--- config.mk ---
export PLATFORM = sky130hd
export DESIGN_NAME = tslfo_mul
export DESIGN_NICKNAME = d
export VERILOG_FILES = /design/src/tslfo_pkg.sv /design/src/tslfo_mul.sv
export SDC_FILE = /design/constraint.sdc
export NUM_CORES = 1
export LEC_CHECK = 0
export BUFFER_PORTS_ARGS = -buffer_cell sky130_fd_sc_hd__buf_2
export CORE_ASPECT_RATIO = 0.75
export CORE_UTILIZATION = 44
export DETAILED_ROUTE_END_ITERATION = 10
export GPL_ROUTABILITY_DRIVEN = 0
export GPL_TIMING_DRIVEN = 0
export REMOVE_ABC_BUFFERS = 1
export SLEW_MARGIN = 20
export SYNTH_ARGS = -nofsm -noshare
export SYNTH_HDL_FRONTEND = slang
export SYNTH_SLANG_ARGS = --single-unit
export TNS_END_PERCENT = 30
--- constraint.sdc ---
create_clock -name vclk -period 24.8
set_input_delay 4.96 -clock vclk [all_inputs]
set_output_delay 4.96 -clock vclk [all_outputs]
set_load 0.01 [all_outputs]
--- src/tslfo_pkg.sv ---
// ---------------------------------------------------------------------------
// tslfo_pkg: shared types, constants and table builders
// Types, widths and elaboration-time table functions for the tempo-synced LFO.
// ---------------------------------------------------------------------------
`timescale 1ns / 1ps

package tslfo_pkg;

   // Field and register widths
   localparam int ELAPSED_W  = 20;
   localparam int BPM_W      = 8;
   localparam int BPC_W      = 11;
   localparam int DEPTH_W    = 7;
   localparam int SAMPLE_W   = 16;
   localparam int RAW_W      = 17;
   localparam int PHASE_W    = 32;
   localparam int CSR_DATA_W = 11;
   localparam int CSR_IDX_W  = 2;

   // Shared multiplier: 33-bit signed by 18-bit signed
   localparam int MUL_A_W = 33;
   localparam int MUL_B_W = 18;
   localparam int PROD_W  = MUL_A_W + MUL_B_W;

   // Increment divider: floor((bpm * elapsed) << 28 / (234375 * bpc))
   localparam int NUM_W      = 28;
   localparam int DEN_W      = 29;
   localparam int FRAC_SHIFT = 28;
   localparam int DIV_STEPS  = NUM_W + FRAC_SHIFT;
   localparam int DIV_CNT_W  = $clog2(DIV_STEPS + 1);
   localparam logic [17:0] DEN_UNIT = 18'd234375;

   // Reset values of the registers
   localparam logic [BPM_W-1:0]   BPM_RESET   = 8'd120;
   localparam logic [BPC_W-1:0]   BPC_RESET   = 11'd16;
   localparam logic [DEPTH_W-1:0] DEPTH_RESET = 7'd0;

   // Pulse levels, +/- 1.0 in Q2.15 (one bit wider than a table word)
   localparam logic [RAW_W-1:0] PULSE_HIGH = 17'h08000;
   localparam logic [RAW_W-1:0] PULSE_LOW  = 17'h18000;

   // Table-building constants
   localparam logic [31:0] ONE_Q30     = 32'h4000_0000;
   localparam logic [31:0] HALF_PI_Q30 = 32'd1686629713;

   typedef enum logic [CSR_IDX_W-1:0] {
      CSR_TEMPO_BPM       = 2'd0,
      CSR_BEATS_PER_CYCLE = 2'd1,
      CSR_WAVE_SHAPE      = 2'd2,
      CSR_MOD_DEPTH       = 2'd3
   } csr_index_type;

   typedef enum logic [1:0] {
      SHAPE_SINE     = 2'd0,
      SHAPE_TRIANGLE = 2'd1,
      SHAPE_SAW      = 2'd2,
      SHAPE_PULSE    = 2'd3
   } wave_shape_type;

   typedef enum logic [2:0] {
      MUL_POS,
      MUL_INTERP,
      MUL_SCALE,
      MUL_NUM,
      MUL_DEN
   } mul_op_type;

   typedef enum logic [3:0] {
      ST_IDLE,
      ST_POS,
      ST_RDA,
      ST_RDB,
      ST_INTERP,
      ST_SCALE,
      ST_NUM,
      ST_DEN,
      ST_DIV
   } lfo_state_type;

   // Operand sources for the shared multiplier
   typedef struct packed {
      logic [PHASE_W-1:0]   phase;
      logic [RAW_W-1:0]     diff;
      logic [15:0]          frac;
      logic [RAW_W-1:0]     raw;
      logic [DEPTH_W-1:0]   depth;
      logic [ELAPSED_W-1:0] elapsed;
      logic [BPM_W-1:0]     bpm;
      logic [BPC_W-1:0]     bpc;
   } mul_src_type;

   // Divider status back to the sequencer
   typedef struct packed {
      logic               done;
      logic [PHASE_W-1:0] quotient;
   } div_status_type;

   // Sine word at phase p: Taylor series to x^9 in Q30, rounded to Q15
   function automatic logic [15:0] sine_word(input logic [31:0] p);
      logic [63:0] r;
      logic [63:0] x;
      logic [63:0] x2;
      logic [63:0] t;
      logic [63:0] sum;
      logic [63:0] v;
      logic [15:0] w;
      r = {34'd0, p[29:0]};
      if (p[30]) begin
         r = {32'd0, ONE_Q30} - r;
      end
      x   = (r * {32'd0, HALF_PI_Q30}) >> 30;
      x2  = (x * x) >> 30;
      sum = x;
      t   = ((x * x2) >> 30) / 64'd6;
      sum = sum - t;
      t   = ((t * x2) >> 30) / 64'd20;
      sum = sum + t;
      t   = ((t * x2) >> 30) / 64'd42;
      sum = sum - t;
      t   = ((t * x2) >> 30) / 64'd72;
      sum = sum + t;
      v   = (sum + 64'd16384) >> 15;
      if (v > 64'd32767) begin
         v = 64'd32767;
      end
      w = v[15:0];
      if (p[31]) begin
         w = 16'(~w + 16'd1);
      end
      return w;
   endfunction

   // Triangle word at phase p
   function automatic logic [15:0] tri_word(input logic [31:0] p);
      logic [30:0] m;
      logic [15:0] v;
      m = {1'b0, p[29:0]};
      if (p[30]) begin
         m = ONE_Q30[30:0] - m;
      end
      v = m[30:15];
      if (v > 16'd32767) begin
         v = 16'd32767;
      end
      if (p[31]) begin
         v = 16'(~v + 16'd1);
      end
      return v;
   endfunction

endpackage

--- src/tslfo_mul.sv ---
// ---------------------------------------------------------------------------
// tslfo_mul: shared multiplier
// One signed 33x18 multiplier; the sequencer's operation code picks the
// operand pair for each step.
// ---------------------------------------------------------------------------
`timescale 1ns / 1ps

module tslfo_mul #(
   parameter int TABLE_ENTRIES = 256
) (
   input  tslfo_pkg::mul_op_type                op,
   input  tslfo_pkg::mul_src_type               src,
   output logic signed [tslfo_pkg::PROD_W-1:0]  product
);
   import tslfo_pkg::*;

   localparam logic [MUL_B_W-1:0] ENTRIES_B = MUL_B_W'(TABLE_ENTRIES);

   logic signed [MUL_A_W-1:0] op_a;
   logic signed [MUL_B_W-1:0] op_b;

   // Operand select
   always_comb begin
      case (op)
         MUL_POS: begin
            op_a = {1'b0, src.phase};
            op_b = ENTRIES_B;
         end
         MUL_INTERP: begin
            op_a = {{(MUL_A_W-RAW_W){src.diff[RAW_W-1]}}, src.diff};
            op_b = {2'b00, src.frac};
         end
         MUL_SCALE: begin
            op_a = {{(MUL_A_W-RAW_W){src.raw[RAW_W-1]}}, src.raw};
            op_b = {{(MUL_B_W-DEPTH_W){1'b0}}, src.depth};
         end
         MUL_NUM: begin
            op_a = {{(MUL_A_W-ELAPSED_W){1'b0}}, src.elapsed};
            op_b = {{(MUL_B_W-BPM_W){1'b0}}, src.bpm};
         end
         MUL_DEN: begin
            op_a = {{(MUL_A_W-18){1'b0}}, DEN_UNIT};
            op_b = {{(MUL_B_W-BPC_W){1'b0}}, src.bpc};
         end
         default: begin
            op_a = '0;
            op_b = '0;
         end
      endcase
   end

   assign product = op_a * op_b;

endmodule

## Yosys cells after proc, flatten, opt, wreduce, memory -nomap -nowiden

Index checks and enable logic that the tools add are counted.

- Flip-flop bits (word level): 0
- Input port bits: 131
- Output and inout port bits: 51
- Word-level logic and storage cells: 8

- $mul: 1
- Equality and inequality tests: 4
- Muxes and demuxes: 2
- Reductions and logical operators: 1

Operators with widths:

| operator | count |
|---|---|
| 33-bit case mux with 5 select lines | 1 |
| 16-bit case mux with 5 select lines | 1 |
| 33-bit by 17-bit multiplier with 50-bit output | 1 |
| 3-bit by 2-bit equality test with 1-bit output, second input constant | 2 |
| 3-bit by 1-bit equality test with 1-bit output, second input constant | 1 |
| 3-bit equality test, second input constant | 1 |
| 3-bit logical NOT | 1 |

## Logic depth before layout (Yosys ltp)

- Depth after elaboration: 3
- Gate-level depth with buffers: 32
- Depth with buffers taken out: 29

## Least setup slack after synthesis

No wires, ideal clock.

- Path type: input to output
- Start: in op[1]
- End: out product[50] (netlist name)
- Arrival: 11,831 ps
- Data required time: 19,840 ps
- Slack: 8,009 ps
- Cell stages on the path: 28
- Path buffers: 4
- Cell sequence: buf_2 -> or2_2 -> nor2_1 -> clkbuf_1 -> a21o_1 -> and2_1 -> clkbuf_1 -> inv_1 -> fa_1 -> fa_1 -> inv_1 -> fa_1 -> fa_1 -> fa_1 -> inv_1 -> fa_1 -> inv_1 -> ha_1 -> a21o_1 -> a21o_1 -> a21oi_1 -> a21boi_1 -> o21ai_1 -> a31oi_1 -> o211ai_1 -> a311oi_1 -> xnor2_1 -> buf_4

- Longest elaborated chain between the ends: 3
- Elaborated cells between the ends (all ways): 8
- Those cells by class: 1 x mul; 4 x eq/ne; 2 x mux; 1 x reduce/logical

Ends and longest elaborated chain:

| element | RTL line | source |
|---|---|---|
| start, declared | tslfo_mul.sv:11 | `input tslfo_pkg::mul_op_type op,` |
| 3-bit equality test (tied with other cells) | tslfo_mul.sv:24 | `case (op)` |
| 33-bit case mux with 5 select lines / 16-bit case mux with 5 select lines (equally long branches) | tslfo_mul.sv:24 |  |
| 33-bit by 17-bit multiplier with 50-bit output * | tslfo_mul.sv:52 | `assign product = op_a * op_b;` |
| end, declared | tslfo_mul.sv:13 | `output logic signed [tslfo_pkg::PROD_W-1:0] product` |

Every way passes the cells marked *; elsewhere a longest branch is shown, timed or not.

## Worst setup path in the final report

- Start: in op[0]
- End: out product[46] (netlist name)

Same word-level chain as after synthesis.

==> impl_metrics.toml <==
[timing]
finalCriticalPeriod_ps = 19510
hold_viol = 0
fmax_ghz = 0.0513
relSlewSlack_pct = 28.2
fin_crit_sh_pct = 78.7
slew_viol_final = 0
tightestPinTransition_ps = 1070
tns_ps = 0
grt_setup_unrepaired = "false"
setup_violations = 0

[logic_synthesis]
yosysTopAreaCellShare_pct = 51.9
synth.area.top_cells = "fa_1, inv_1, ha_1"
ys_seq_area_share_pct = 0
syn_area_per_cell_sq_um = 8.34
synth_cell_types = 59
synth_cells = 2325
post-synth-top-count-cell = "inv_1"
yosys.area.top_type = "fa_1"
synth_warnings = 0
synth_area_sq_um = 19400
synthTopCellsByCount = "inv_1, fa_1, nand2_1"

[detailed_routing]
vias_per_cell = 5.13
vias = 15400
drtAntennaViolNets = 0
wl_um = 56500
drt-initial-drc-count = 1026
post-route-drc-count = 0
drtPass1Iterations = 5
wl_per_cell_um = 18.8

[grt]
grt_pass1_wl_um = 92700
gr-total-overflow = 0
grt_start_max_net_pins = 62
antenna_found_initial = 0
grt_usage_pct = 26.7
grt_pass1_vias = 16600

[power_and_ir_drop]
leakage_nw = 11.4
peakVddDrop_mv = 0.0347
p_per_area_nw_per_um2 = 33.9

[critical_path]
worst_setup_path_end_kind = "output pin"
crit_required_ps = 19840
cp_max_fo = 41
arrival_ps = 14550
crit_type = "in -> out"
startpoint_type = "input pin"

[run]
drv_cap = 0

[hold_path]
worstHoldStart = "src[0]"
worstHoldPathCells = 5
hp-class = "in -> out"
holdPathEnd = "product[0]"

[floorplan]
rows = 66
die_h_um = 184
coreArea_sq_um = 43400
die_area_sq_um = 44900
num_io_pins = 182
start_util_pct = 44.6
fp.dieW_um = 244

[cells_and_area]
regArea_sq_um = 0
nNetsFinal = 3185
nClkBuffers = 0
diodes = 0
nFlopsAndLatches = 0
post-route-cell-area_sq_um = 21200
area_growth_pct = 9.58
drive_gt1_share_pct = 11.7
final_util_pct = 48.9

[placement]
portBuffers = 182
hpwl_um = 49000
placedInstanceArea_sq_um = 21200

[clock_tree]
cts_hold_buf = 0
post-cts-setup-buffers = 0
cts_resized = 0

[outcome]
status = "complete, no violations"
[power by group]
| part | switching, mW | total, mW | internal (mW) |
|---|---|---|---|
| clock | 0 | 0 | 0 |
| combinational | 0.442 | 0.721 | 0.279 |
| sequential | 0 | 0 | 0 |
| total | 0.442 | 0.721 | 0.279 |
[cell usage in the layout (no fill, tap or decap), drive strengths merged, types with 4 or more instances in the layout]
cell type,netlist,final
a211o,10,10
a211oi,18,18
a21boi,5,5
a21o,28,28
a21oi,64,64
a22o,4,4
a22oi,11,11
a31oi,9,9
and2,30,30
and3,5,5
buf,24,202
fa,503,503
ha,119,119
inv,691,691
mux2,9,9
mux2i,16,16
nand2,297,297
nand2b,10,10
nand3,9,9
nand4,9,9
nor2,183,183
nor2b,18,18
nor3,10,10
o211ai,5,5
o21a,13,13
o21ai,44,44
o21bai,5,5
or2,27,27
xnor2,32,32
xor2,16,16
[worst max-delay path: stages]
cell and delay (ps):
buf_2 740, inv_2 290, nor2_2 400, nand2_1 290, a21oi_4 520, buf_16 230, a21o_2 590, nand2_1 180
fa_1 540, fa_1 530, fa_1 530, inv_1 60, fa_1 520, fa_1 610, inv_1 80, fa_1 480
inv_1 40, ha_1 380, and4_1 250, nand3_1 150, o21ai_0 100, nor3_1 580, a21oi_1 320, o31ai_1 530
nand2b_1 100, a211oi_1 270, nor2_1 60, buf_2 140
[metal layers]
layer	up-vias	part of all wire [%]	GRT usage (%)
li1	6955	-	-
met1	7787	46	40.1
met2	639	42	40.0
met3	56	10	6.06
met4	0	1.9	4.15
met5	-	0	0
[cell type report]
class	instances	area, sq um
well taps	578	723
fillers	4185	22200
multi-input cells	1537	16600
repair buffers	202	1280
inverters	691	2590
[kinds of logic after synthesis]
logic type                 share of synthesized area [%]
AOI/OAI and AO/OA                                   8.22
xor gates and xnor gates                            2.17
adders and majority gates                           59.6
buffers and inverters                               15.4
muxes                                               1.35
and+or+nand+nor                                     13.3
[worst max path at each step]
| stage | startpoint | end |
|---|---|---|
| floorplan | op[1] | product[49] |
| global placement | op[1] | product[48] |
| detailed placement | op[0] | product[46] |
| CTS | op[0] | product[46] |
| global route | op[0] | product[48] |
| finish | op[0] | product[46] |
[metrics by stage]
step | instances | power (mW) | hold slack [ps] | setup slack, ps
2_1_floorplan | 2228 | 0.461 | 10340 | 7110
3_3_place_gp | 2988 | 0.697 | 10740 | 2900
3_5_place_dp | 3008 | 0.712 | 10660 | 5060
4_1_cts | 3008 | 0.725 | 10660 | 5020
5_1_grt | 3008 | 0.813 | 10680 | 4790
6_report | 3008 | 0.721 | 10660 | 5290
(Power assumes the default switching activity.)
