**src/tslfo_pkg.sv**
```systemverilog
// ---------------------------------------------------------------------------
// tslfo_pkg: shared types, constants and table builders
// Types, widths and elaboration-time table functions for the tempo-synced LFO.
// ---------------------------------------------------------------------------
`timescale 1ns / 1ps

package tslfo_pkg;

   // Field and register widths
   localparam int ELAPSED_W  = 20;
   localparam int BPM_W      = 8;
   localparam int BPC_W      = 11;
   localparam int DEPTH_W    = 7;
   localparam int SAMPLE_W   = 16;
   localparam int RAW_W      = 17;
   localparam int PHASE_W    = 32;
   localparam int CSR_DATA_W = 11;
   localparam int CSR_IDX_W  = 2;

   // Shared multiplier: 33-bit signed by 18-bit signed
   localparam int MUL_A_W = 33;
   localparam int MUL_B_W = 18;
   localparam int PROD_W  = MUL_A_W + MUL_B_W;

   // Increment divider: floor((bpm * elapsed) << 28 / (234375 * bpc))
   localparam int NUM_W      = 28;
   localparam int DEN_W      = 29;
   localparam int FRAC_SHIFT = 28;
   localparam int DIV_STEPS  = NUM_W + FRAC_SHIFT;
   localparam int DIV_CNT_W  = $clog2(DIV_STEPS + 1);
   localparam logic [17:0] DEN_UNIT = 18'd234375;

   // Reset values of the registers
   localparam logic [BPM_W-1:0]   BPM_RESET   = 8'd120;
   localparam logic [BPC_W-1:0]   BPC_RESET   = 11'd16;
   localparam logic [DEPTH_W-1:0] DEPTH_RESET = 7'd0;

   // Pulse levels, +/- 1.0 in Q2.15 (one bit wider than a table word)
   localparam logic [RAW_W-1:0] PULSE_HIGH = 17'h08000;
   localparam logic [RAW_W-1:0] PULSE_LOW  = 17'h18000;

   // Table-building constants
   localparam logic [31:0] ONE_Q30     = 32'h4000_0000;
   localparam logic [31:0] HALF_PI_Q30 = 32'd1686629713;

   typedef enum logic [CSR_IDX_W-1:0] {
      CSR_TEMPO_BPM       = 2'd0,
      CSR_BEATS_PER_CYCLE = 2'd1,
      CSR_WAVE_SHAPE      = 2'd2,
      CSR_MOD_DEPTH       = 2'd3
   } csr_index_type;

   typedef enum logic [1:0] {
      SHAPE_SINE     = 2'd0,
      SHAPE_TRIANGLE = 2'd1,
      SHAPE_SAW      = 2'd2,
      SHAPE_PULSE    = 2'd3
   } wave_shape_type;

   typedef enum logic [2:0] {
      MUL_POS,
      MUL_INTERP,
      MUL_SCALE,
      MUL_NUM,
      MUL_DEN
   } mul_op_type;

   typedef enum logic [3:0] {
      ST_IDLE,
      ST_POS,
      ST_RDA,
      ST_RDB,
      ST_INTERP,
      ST_SCALE,
      ST_NUM,
      ST_DEN,
      ST_DIV
   } lfo_state_type;

   // Operand sources for the shared multiplier
   typedef struct packed {
      logic [PHASE_W-1:0]   phase;
      logic [RAW_W-1:0]     diff;
      logic [15:0]          frac;
      logic [RAW_W-1:0]     raw;
      logic [DEPTH_W-1:0]   depth;
      logic [ELAPSED_W-1:0] elapsed;
      logic [BPM_W-1:0]     bpm;
      logic [BPC_W-1:0]     bpc;
   } mul_src_type;

   // Divider status back to the sequencer
   typedef struct packed {
      logic               done;
      logic [PHASE_W-1:0] quotient;
   } div_status_type;

   // Sine word at phase p: Taylor series to x^9 in Q30, rounded to Q15
   function automatic logic [15:0] sine_word(input logic [31:0] p);
      logic [63:0] r;
      logic [63:0] x;
      logic [63:0] x2;
      logic [63:0] t;
      logic [63:0] sum;
      logic [63:0] v;
      logic [15:0] w;
      r = {34'd0, p[29:0]};
      if (p[30]) begin
         r = {32'd0, ONE_Q30} - r;
      end
      x   = (r * {32'd0, HALF_PI_Q30}) >> 30;
      x2  = (x * x) >> 30;
      sum = x;
      t   = ((x * x2) >> 30) / 64'd6;
      sum = sum - t;
      t   = ((t * x2) >> 30) / 64'd20;
      sum = sum + t;
      t   = ((t * x2) >> 30) / 64'd42;
      sum = sum - t;
      t   = ((t * x2) >> 30) / 64'd72;
      sum = sum + t;
      v   = (sum + 64'd16384) >> 15;
      if (v > 64'd32767) begin
         v = 64'd32767;
      end
      w = v[15:0];
      if (p[31]) begin
         w = 16'(~w + 16'd1);
      end
      return w;
   endfunction

   // Triangle word at phase p
   function automatic logic [15:0] tri_word(input logic [31:0] p);
      logic [30:0] m;
      logic [15:0] v;
      m = {1'b0, p[29:0]};
      if (p[30]) begin
         m = ONE_Q30[30:0] - m;
      end
      v = m[30:15];
      if (v > 16'd32767) begin
         v = 16'd32767;
      end
      if (p[31]) begin
         v = 16'(~v + 16'd1);
      end
      return v;
   endfunction

endpackage

```
**src/tslfo_div.sv**
```systemverilog
// ---------------------------------------------------------------------------
// tslfo_div: phase increment divider
// Restoring division, one quotient bit per cycle, of num * 2^28 by den.
// Keeps the low 32 quotient bits.
// ---------------------------------------------------------------------------
`timescale 1ns / 1ps

module tslfo_div (
   input  logic                            clock,
   input  logic                            reset,
   input  logic                            start,
   input  logic [tslfo_pkg::NUM_W-1:0]     num,
   input  logic [tslfo_pkg::DEN_W-1:0]     den,
   output tslfo_pkg::div_status_type       status
);
   import tslfo_pkg::*;

   logic [DIV_CNT_W-1:0] cnt_ff, cnt_in;
   logic                 done_ff, done_in;
   logic [DEN_W-1:0]     rem_ff, rem_in;
   logic [DEN_W-1:0]     den_ff, den_in;
   logic [NUM_W-1:0]     dvd_ff, dvd_in;
   logic [PHASE_W-1:0]   quot_ff, quot_in;

   logic [DEN_W:0]       rem_sh;
   logic                 fits;
   logic                 busy;

   // One compare-subtract step
   assign busy   = (cnt_ff != '0);
   assign rem_sh = {rem_ff, dvd_ff[NUM_W-1]};
   assign fits   = (rem_sh >= {1'b0, den_ff});

   always_comb begin
      cnt_in  = cnt_ff;
      done_in = 1'b0;
      rem_in  = rem_ff;
      den_in  = den_ff;
      dvd_in  = dvd_ff;
      quot_in = quot_ff;
      if (start) begin
         cnt_in  = DIV_CNT_W'(DIV_STEPS);
         rem_in  = '0;
         den_in  = den;
         dvd_in  = num;
         quot_in = '0;
      end else if (busy) begin
         cnt_in  = cnt_ff - 1'b1;
         done_in = (cnt_ff == DIV_CNT_W'(1));
         rem_in  = fits ? DEN_W'(rem_sh - {1'b0, den_ff}) : rem_sh[DEN_W-1:0];
         dvd_in  = {dvd_ff[NUM_W-2:0], 1'b0};
         quot_in = {quot_ff[PHASE_W-2:0], fits};
      end
   end

   // Control
   always_ff @(posedge clock) begin
      if (reset) begin
         cnt_ff  <= '0;
         done_ff <= 1'b0;
      end else begin
         cnt_ff  <= cnt_in;
         done_ff <= done_in;
      end
   end

   // Datapath
   always_ff @(posedge clock) begin
      rem_ff  <= rem_in;
      den_ff  <= den_in;
      dvd_ff  <= dvd_in;
      quot_ff <= quot_in;
   end

   assign status.done     = done_ff;
   assign status.quotient = quot_ff;

endmodule

```
**config.mk**
```make
export PLATFORM = sky130hd
export DESIGN_NAME = tslfo_div
export DESIGN_NICKNAME = d
export VERILOG_FILES = /design/src/tslfo_pkg.sv /design/src/tslfo_div.sv
export SDC_FILE = /design/constraint.sdc
export NUM_CORES = 1
export LEC_CHECK = 0
export ABC_CLOCK_PERIOD_IN_PS = 8200
export BUFFER_PORTS_ARGS = -buffer_cell sky130_fd_sc_hd__buf_2
export CAP_MARGIN = 20
export CORE_ASPECT_RATIO = 0.6
export CORE_MARGIN = 4
export CORE_UTILIZATION = 45
export DETAILED_ROUTE_END_ITERATION = 7
export HOLD_SLACK_MARGIN = 0.1
export PLACE_DENSITY = 0.65
export SETUP_SLACK_MARGIN = 0.05
export SYNTH_ARGS = -nofsm -noshare
export SYNTH_HDL_FRONTEND = slang
export SYNTH_SLANG_ARGS = --single-unit
```
**constraint.sdc**
```tcl
create_clock -name clock -period 8.2 [get_ports clock]
set_clock_uncertainty 0.05 [all_clocks]
set_input_delay 0.41 -clock clock [delete_from_list [all_inputs] [get_ports clock]]
set_output_delay 0.41 -clock clock [all_outputs]
set_load 0.02 [all_outputs]
```
Word-level counts from Yosys, hierarchy flattened
Index checks and enable logic that the tools add are counted.

Add/sub/neg operators: 2. Bitwise gates (word level): 1. $lt $le $gt $ge: 1. Eq/ne operators: 1. Reduce and logical (&&, ||, !) cells: 4. Mux-type cells: 5.

Operators by type and width (number): $mux 28 (2); $ge 30x29->1 (1); $mux 29 (1); $sub 29x29->29 (1); $mux 6 (2); $eq 6x1->1 const B (1); $reduce_bool 6->1 (1); $sub 6x1->6 const B (1); $reduce_or 3->1 (1); $reduce_bool 2->1 (1); $reduce_or 2->1 (1); $not 1->1 (1).

Bits of input ports: 60. Register bits: 125. Output and inout bits: 33. Word-level logic and storage cells: 21.

Longest topological paths before layout
Depth after elaboration: 3. Mapped depth: 14. Gate-level depth less buffers: 12.

Worst setup path before layout
No wires, ideal clock.

Path type: reg2reg. Start: register den_ff[14]. End: register rem_ff[9]. Path slack: 5.095 ns. Setup time: 0.091 ns. Data required time: 8.059 ns. Stages on the path, launching flop included: 12. Arrival time: 2.964 ns. Clock period less this slack: 3.105 ns. Buffers on the path: 1. Path through: edfxtp_1 > inv_1 > ha_1 > buf_2 > nand4_2 > or2_0 > or4_1 > a311o_1 > a211oi_2 > nor2_1 > or3_1 > a311oi_1.

Cells in the longest elaborated chain, start to end: 2.

RTL lines: start: declaration (line tslfo_div.sv:21) `logic [DEN_W-1:0] den_ff, den_in;`; start signal: assignment (line tslfo_div.sv:70) `den_ff <= den_in;`; $ge 30x29->1 (line tslfo_div.sv:32) `assign fits = (rem_sh >= {1'b0, den_ff});`; $mux 29 (line tslfo_div.sv:50) `rem_in = fits ? DEN_W'(rem_sh - {1'b0, den_ff}) : rem_sh[DEN_W-1:0];`; end signal: assignment (line tslfo_div.sv:69) `rem_ff <= rem_in;`; end: declaration (line tslfo_div.sv:20) `logic [DEN_W-1:0] rem_ff, rem_in;`.

No other way between the ends. A chain may end at the register's enable or synchronous reset.

Worst setup path in the final report
Start: register den_ff[14]. End: register rem_ff[23].

Cells in the longest elaborated chain, start to end: 2. Elaborated cells between the ends (all ways): 3. Those cells by class: 1 x add/sub; 1 x order compare; 1 x mux.

RTL lines (line): $sub 29x29->29 / $ge 30x29->1 (equally long branches) (tslfo_div.sv:50, tslfo_div.sv:32); $mux 29 (*) (tslfo_div.sv:50).

Every way passes the cells marked *; elsewhere a longest branch is shown, timed or not.

==> impl_metrics.json <==
{
  "cp_max_fo": 26,
  "reg2reg_to": "rem_ff[23]",
  "cts_max_path_buffers": 2,
  "postSynthAreaPerCell_um2": 9.28,
  "tritoncts.num_buffers": 17,
  "timing.fmax_mhz": 248,
  "hold_path_sink": "den_ff[25]",
  "timing.critical_path.to_type": "flop",
  "timing.slew.headroom_pct": 31.2,
  "rsz_0062_raised_after_global_routing": "false",
  "path_class": "flop to flop",
  "synth-async-reset-ratio_pct": 0,
  "netlist_instances": 698,
  "setup_viol": 0,
  "dominantRegCellSynth": "sky130_fd_sc_hd__dfxtp_1",
  "place.port_buffers": 92,
  "die_w_um": 163,
  "grt_antenna_before_repair": 0,
  "multiInputGateArea_um2": 3080,
  "design.portCount": 93,
  "cts-htree-levels": 4,
  "route.detailed.drc": 0,
  "cp_num_buf_inv": 1,
  "grt_pass1_wl_mm": 25.1,
  "finalCritPeriodShare_pct": 49.1,
  "seq_area_um2": 3070,
  "final.fill_count": 1257,
  "drt_first_iter_violations": 362,
  "clkTransAtPathRegs_ns": 0.06,
  "layout.core_utilization_pct": 55.6,
  "floorplan.die_area_um2": 16400,
  "dp_hpwl_mm": 10.5,
  "routabilityCongestion": 0.889,
  "min-delay-path-class": "primary input to flop",
  "detail_route.first_pass.iterations": 5,
  "finalHoldViolations": 0,
  "worst_setup_path_startpoint": "den_ff[14]",
  "count_of_clock_tree_sinks": 125,
  "clock_network_latency_to_the_later_pin_of_the_worst_skew_pair_ns": 0.42,
  "cp-start-kind": "flop",
  "worst-endpoint-arrival_ns": 4.31,
  "core_area_um2": 13900,
  "detail-route-antenna-nets": 0,
  "path_delay_family": "simple AND/OR/NAND/NOR gates",
  "timing_max_transition_violations_final": 0,
  "area_growth_syn_to_layout_pct": 19.1,
  "edff_count_synth": 57,
  "cap_violations": 0,
  "p_per_area_nw_per_um2": 351,
  "timing.hold.worst_path_depth": 1,
  "final_layout_size_suffix_gt1_share_pct": 20.8,
  "ff2ff_setup_slack_ns": 4.18,
  "cts_tree": "built",
  "fp.dieH_um": 101,
  "critical_path.max_stage_delay_ns": 0.85,
  "crit_chain": "inv_1, ha_1, nand4_2, or2_0, or4_1, a311o_1, a211oi_2, or2_1, a41oi_1, o31ai_1",
  "rows": 33,
  "p_leak_nw": 3.27,
  "grt.total_usage_pct": 18.9,
  "wire_per_inst_um": 15.5,
  "status": "finished clean",
  "ctsRootBufferMaster": "sky130_fd_sc_hd__clkbuf_16",
  "hold_start": "den[25]",
  "grt_max_degree": 90,
  "setup-tns-final_ns": 0,
  "n_antenna_cell": 0,
  "ys_seq_elements": 125,
  "sequential_fraction_of_the_synthesis_area_pct": 47.5,
  "grt_pass1_vias": 5024,
  "tightest_slew_ns": 1.03,
  "reg2reg_from": "den_ff[14]",
  "post_drt_via_cell_ratio": 5.39,
  "synth_area_um2": 6470,
  "grt_overflow": 0,
  "layout.nets": 869,
  "cp_data_required_time_ns": 8.48,
  "yosys_warnings": 0,
  "cp.depth": 10,
  "postCtsSetupRepairBufs": 0,
  "mappedNetlistNets": 790,
  "routed-via-count": 5289,
  "critical-path-slowest-cell": "sky130_fd_sc_hd__or2_1",
  "max-vdd-ir-drop_mv": 0.160,
  "initial_utilization_pct": 46.7,
  "final.min_clock_period_ns": 4.02,
  "drt_wl_total_mm": 15.3,
  "synthDistinctLibCells": 54,
  "r2r_cell_count": 10
}
worst register-to-register path, cell delays in order (launching register included):
cell,delay (ns)
sky130_fd_sc_hd__edfxtp_1,0.33
sky130_fd_sc_hd__inv_1,0.04
sky130_fd_sc_hd__ha_1,0.45
sky130_fd_sc_hd__nand4_2,0.19
sky130_fd_sc_hd__or2_0,0.24
sky130_fd_sc_hd__or4_1,0.55
sky130_fd_sc_hd__a311o_1,0.40
sky130_fd_sc_hd__a211oi_2,0.35
sky130_fd_sc_hd__or2_1,0.85
sky130_fd_sc_hd__a41oi_1,0.25
sky130_fd_sc_hd__o31ai_1,0.25
repair_timing:
item	in CTS	in global routing
hold endpoints to repair	0	1
resized for setup	0	0
hold buffers	0	1
flip-flops by register name, indices dropped and copies added, names as in the netlist:
name and count:
quot_ff 32, den_ff 29, rem_ff 29, dvd_ff 28, cnt_ff 6, done_ff 1
logic make-up after synthesis:
kind of cell,Yosys count,synth area share (%)
AOI/OAI and AO/OA,174,17.2
xor gates and xnor gates,21,2.84
adders and majority gates,32,6.30
buffers and inverters,83,5.12
DFF,125,47.5
muxes,28,4.87
and+or+nand+nor,235,16.2
power by group:
group	leakage (nW)	switching (W)	internal, W	total (W)
combinational	1.84	0.000646	0.000413	0.00106
clock	0.302	0.000311	0.000490	0.000801
sequential	1.13	0.0000741	0.000771	0.000845
total	3.27	0.00103	0.00167	0.00271
cells in the final DEF (no fill, tap or decap), types with 5 or more instances in the layout:
cell type                   instances
sky130_fd_sc_hd__a311oi_1          17
sky130_fd_sc_hd__or3_1             13
sky130_fd_sc_hd__buf_4              5
sky130_fd_sc_hd__xnor2_1           16
sky130_fd_sc_hd__a21o_1            13
sky130_fd_sc_hd__xor2_1             5
sky130_fd_sc_hd__inv_1             45
sky130_fd_sc_hd__dfxtp_1           68
sky130_fd_sc_hd__nand3_1           13
sky130_fd_sc_hd__o21a_1             5
sky130_fd_sc_hd__a21oi_1           78
sky130_fd_sc_hd__o21ai_0           14
sky130_fd_sc_hd__clkbuf_16         17
sky130_fd_sc_hd__nor2_1            49
sky130_fd_sc_hd__buf_2             91
sky130_fd_sc_hd__a31oi_1            5
sky130_fd_sc_hd__ha_1              31
sky130_fd_sc_hd__edfxtp_1          57
sky130_fd_sc_hd__mux2_2            28
sky130_fd_sc_hd__a211oi_1          13
sky130_fd_sc_hd__nor3_1             5
sky130_fd_sc_hd__o21bai_1           6
sky130_fd_sc_hd__nand2_1          120
routing by layer:
layer,vias to the layer above,track usage [%],wire length (µm)
li1,2638,-,-
met1,2499,28.0,7910
met2,141,26.9,6220
met3,11,5.68,1040
met4,0,4.57,88
met5,-,0,0
cell type report:
type | count | share of cell area, %
clock inverter | 15 | 2.59
timing repair buffer | 98 | 6.88
inverter | 45 | 2.19
sequential | 125 | 39.8
clock buffer | 17 | 5.51
tap | 192 | 3.11
multi-input combinational | 490 | 39.9
synth_stat cells (5+ instances only):
library cell | count | area share, %
sky130_fd_sc_hd__or3_1 | 14 | 1.4
sky130_fd_sc_hd__a21oi_1 | 78 | 6.0
sky130_fd_sc_hd__nand2_1 | 120 | 7.0
sky130_fd_sc_hd__dfxtp_1 | 68 | 21
sky130_fd_sc_hd__a211oi_1 | 13 | 1.5
sky130_fd_sc_hd__o21a_1 | 5 | 0.58
sky130_fd_sc_hd__clkbuf_1 | 30 | 1.7
sky130_fd_sc_hd__nor2_1 | 49 | 2.8
sky130_fd_sc_hd__mux2_2 | 28 | 4.9
sky130_fd_sc_hd__o21bai_1 | 6 | 0.70
sky130_fd_sc_hd__xnor2_1 | 16 | 2.2
sky130_fd_sc_hd__a21o_1 | 13 | 1.5
sky130_fd_sc_hd__a311oi_1 | 17 | 2.3
sky130_fd_sc_hd__ha_1 | 31 | 6.0
sky130_fd_sc_hd__nand3_1 | 13 | 1.0
sky130_fd_sc_hd__o21ai_0 | 14 | 1.1
sky130_fd_sc_hd__inv_1 | 45 | 2.6
sky130_fd_sc_hd__edfxtp_1 | 57 | 26
sky130_fd_sc_hd__xor2_1 | 5 | 0.68
sky130_fd_sc_hd__a31oi_1 | 5 | 0.48
sky130_fd_sc_hd__nor3_1 | 6 | 0.46
metrics by stage:
stage               hold WS (ns)  cells  setup slack (ns)  total power (W)  cell area, µm²
global placement           0.388    948              4.40          0.00188            7050
floorplan                  0.399    698              5.09          0.00165            6470
CTS                        0.101    980              4.18          0.00270            7680
finish                     0.115    982              4.18          0.00271            7710
global route               0.100    982              3.83          0.00288            7710
detailed placement         0.401    948              4.22          0.00189            7050
how the worst max path moves through the flow:
stage	slack, ns	endpoint
floorplan	5.09	rem_ff[9]
global placement	4.40	rem_ff[28]
detailed placement	4.22	rem_ff[23]
CTS	4.18	rem_ff[23]
global route	3.83	rem_ff[23]
finish	4.18	rem_ff[23]
Note: power is estimated with default switching activity, not from simulation.
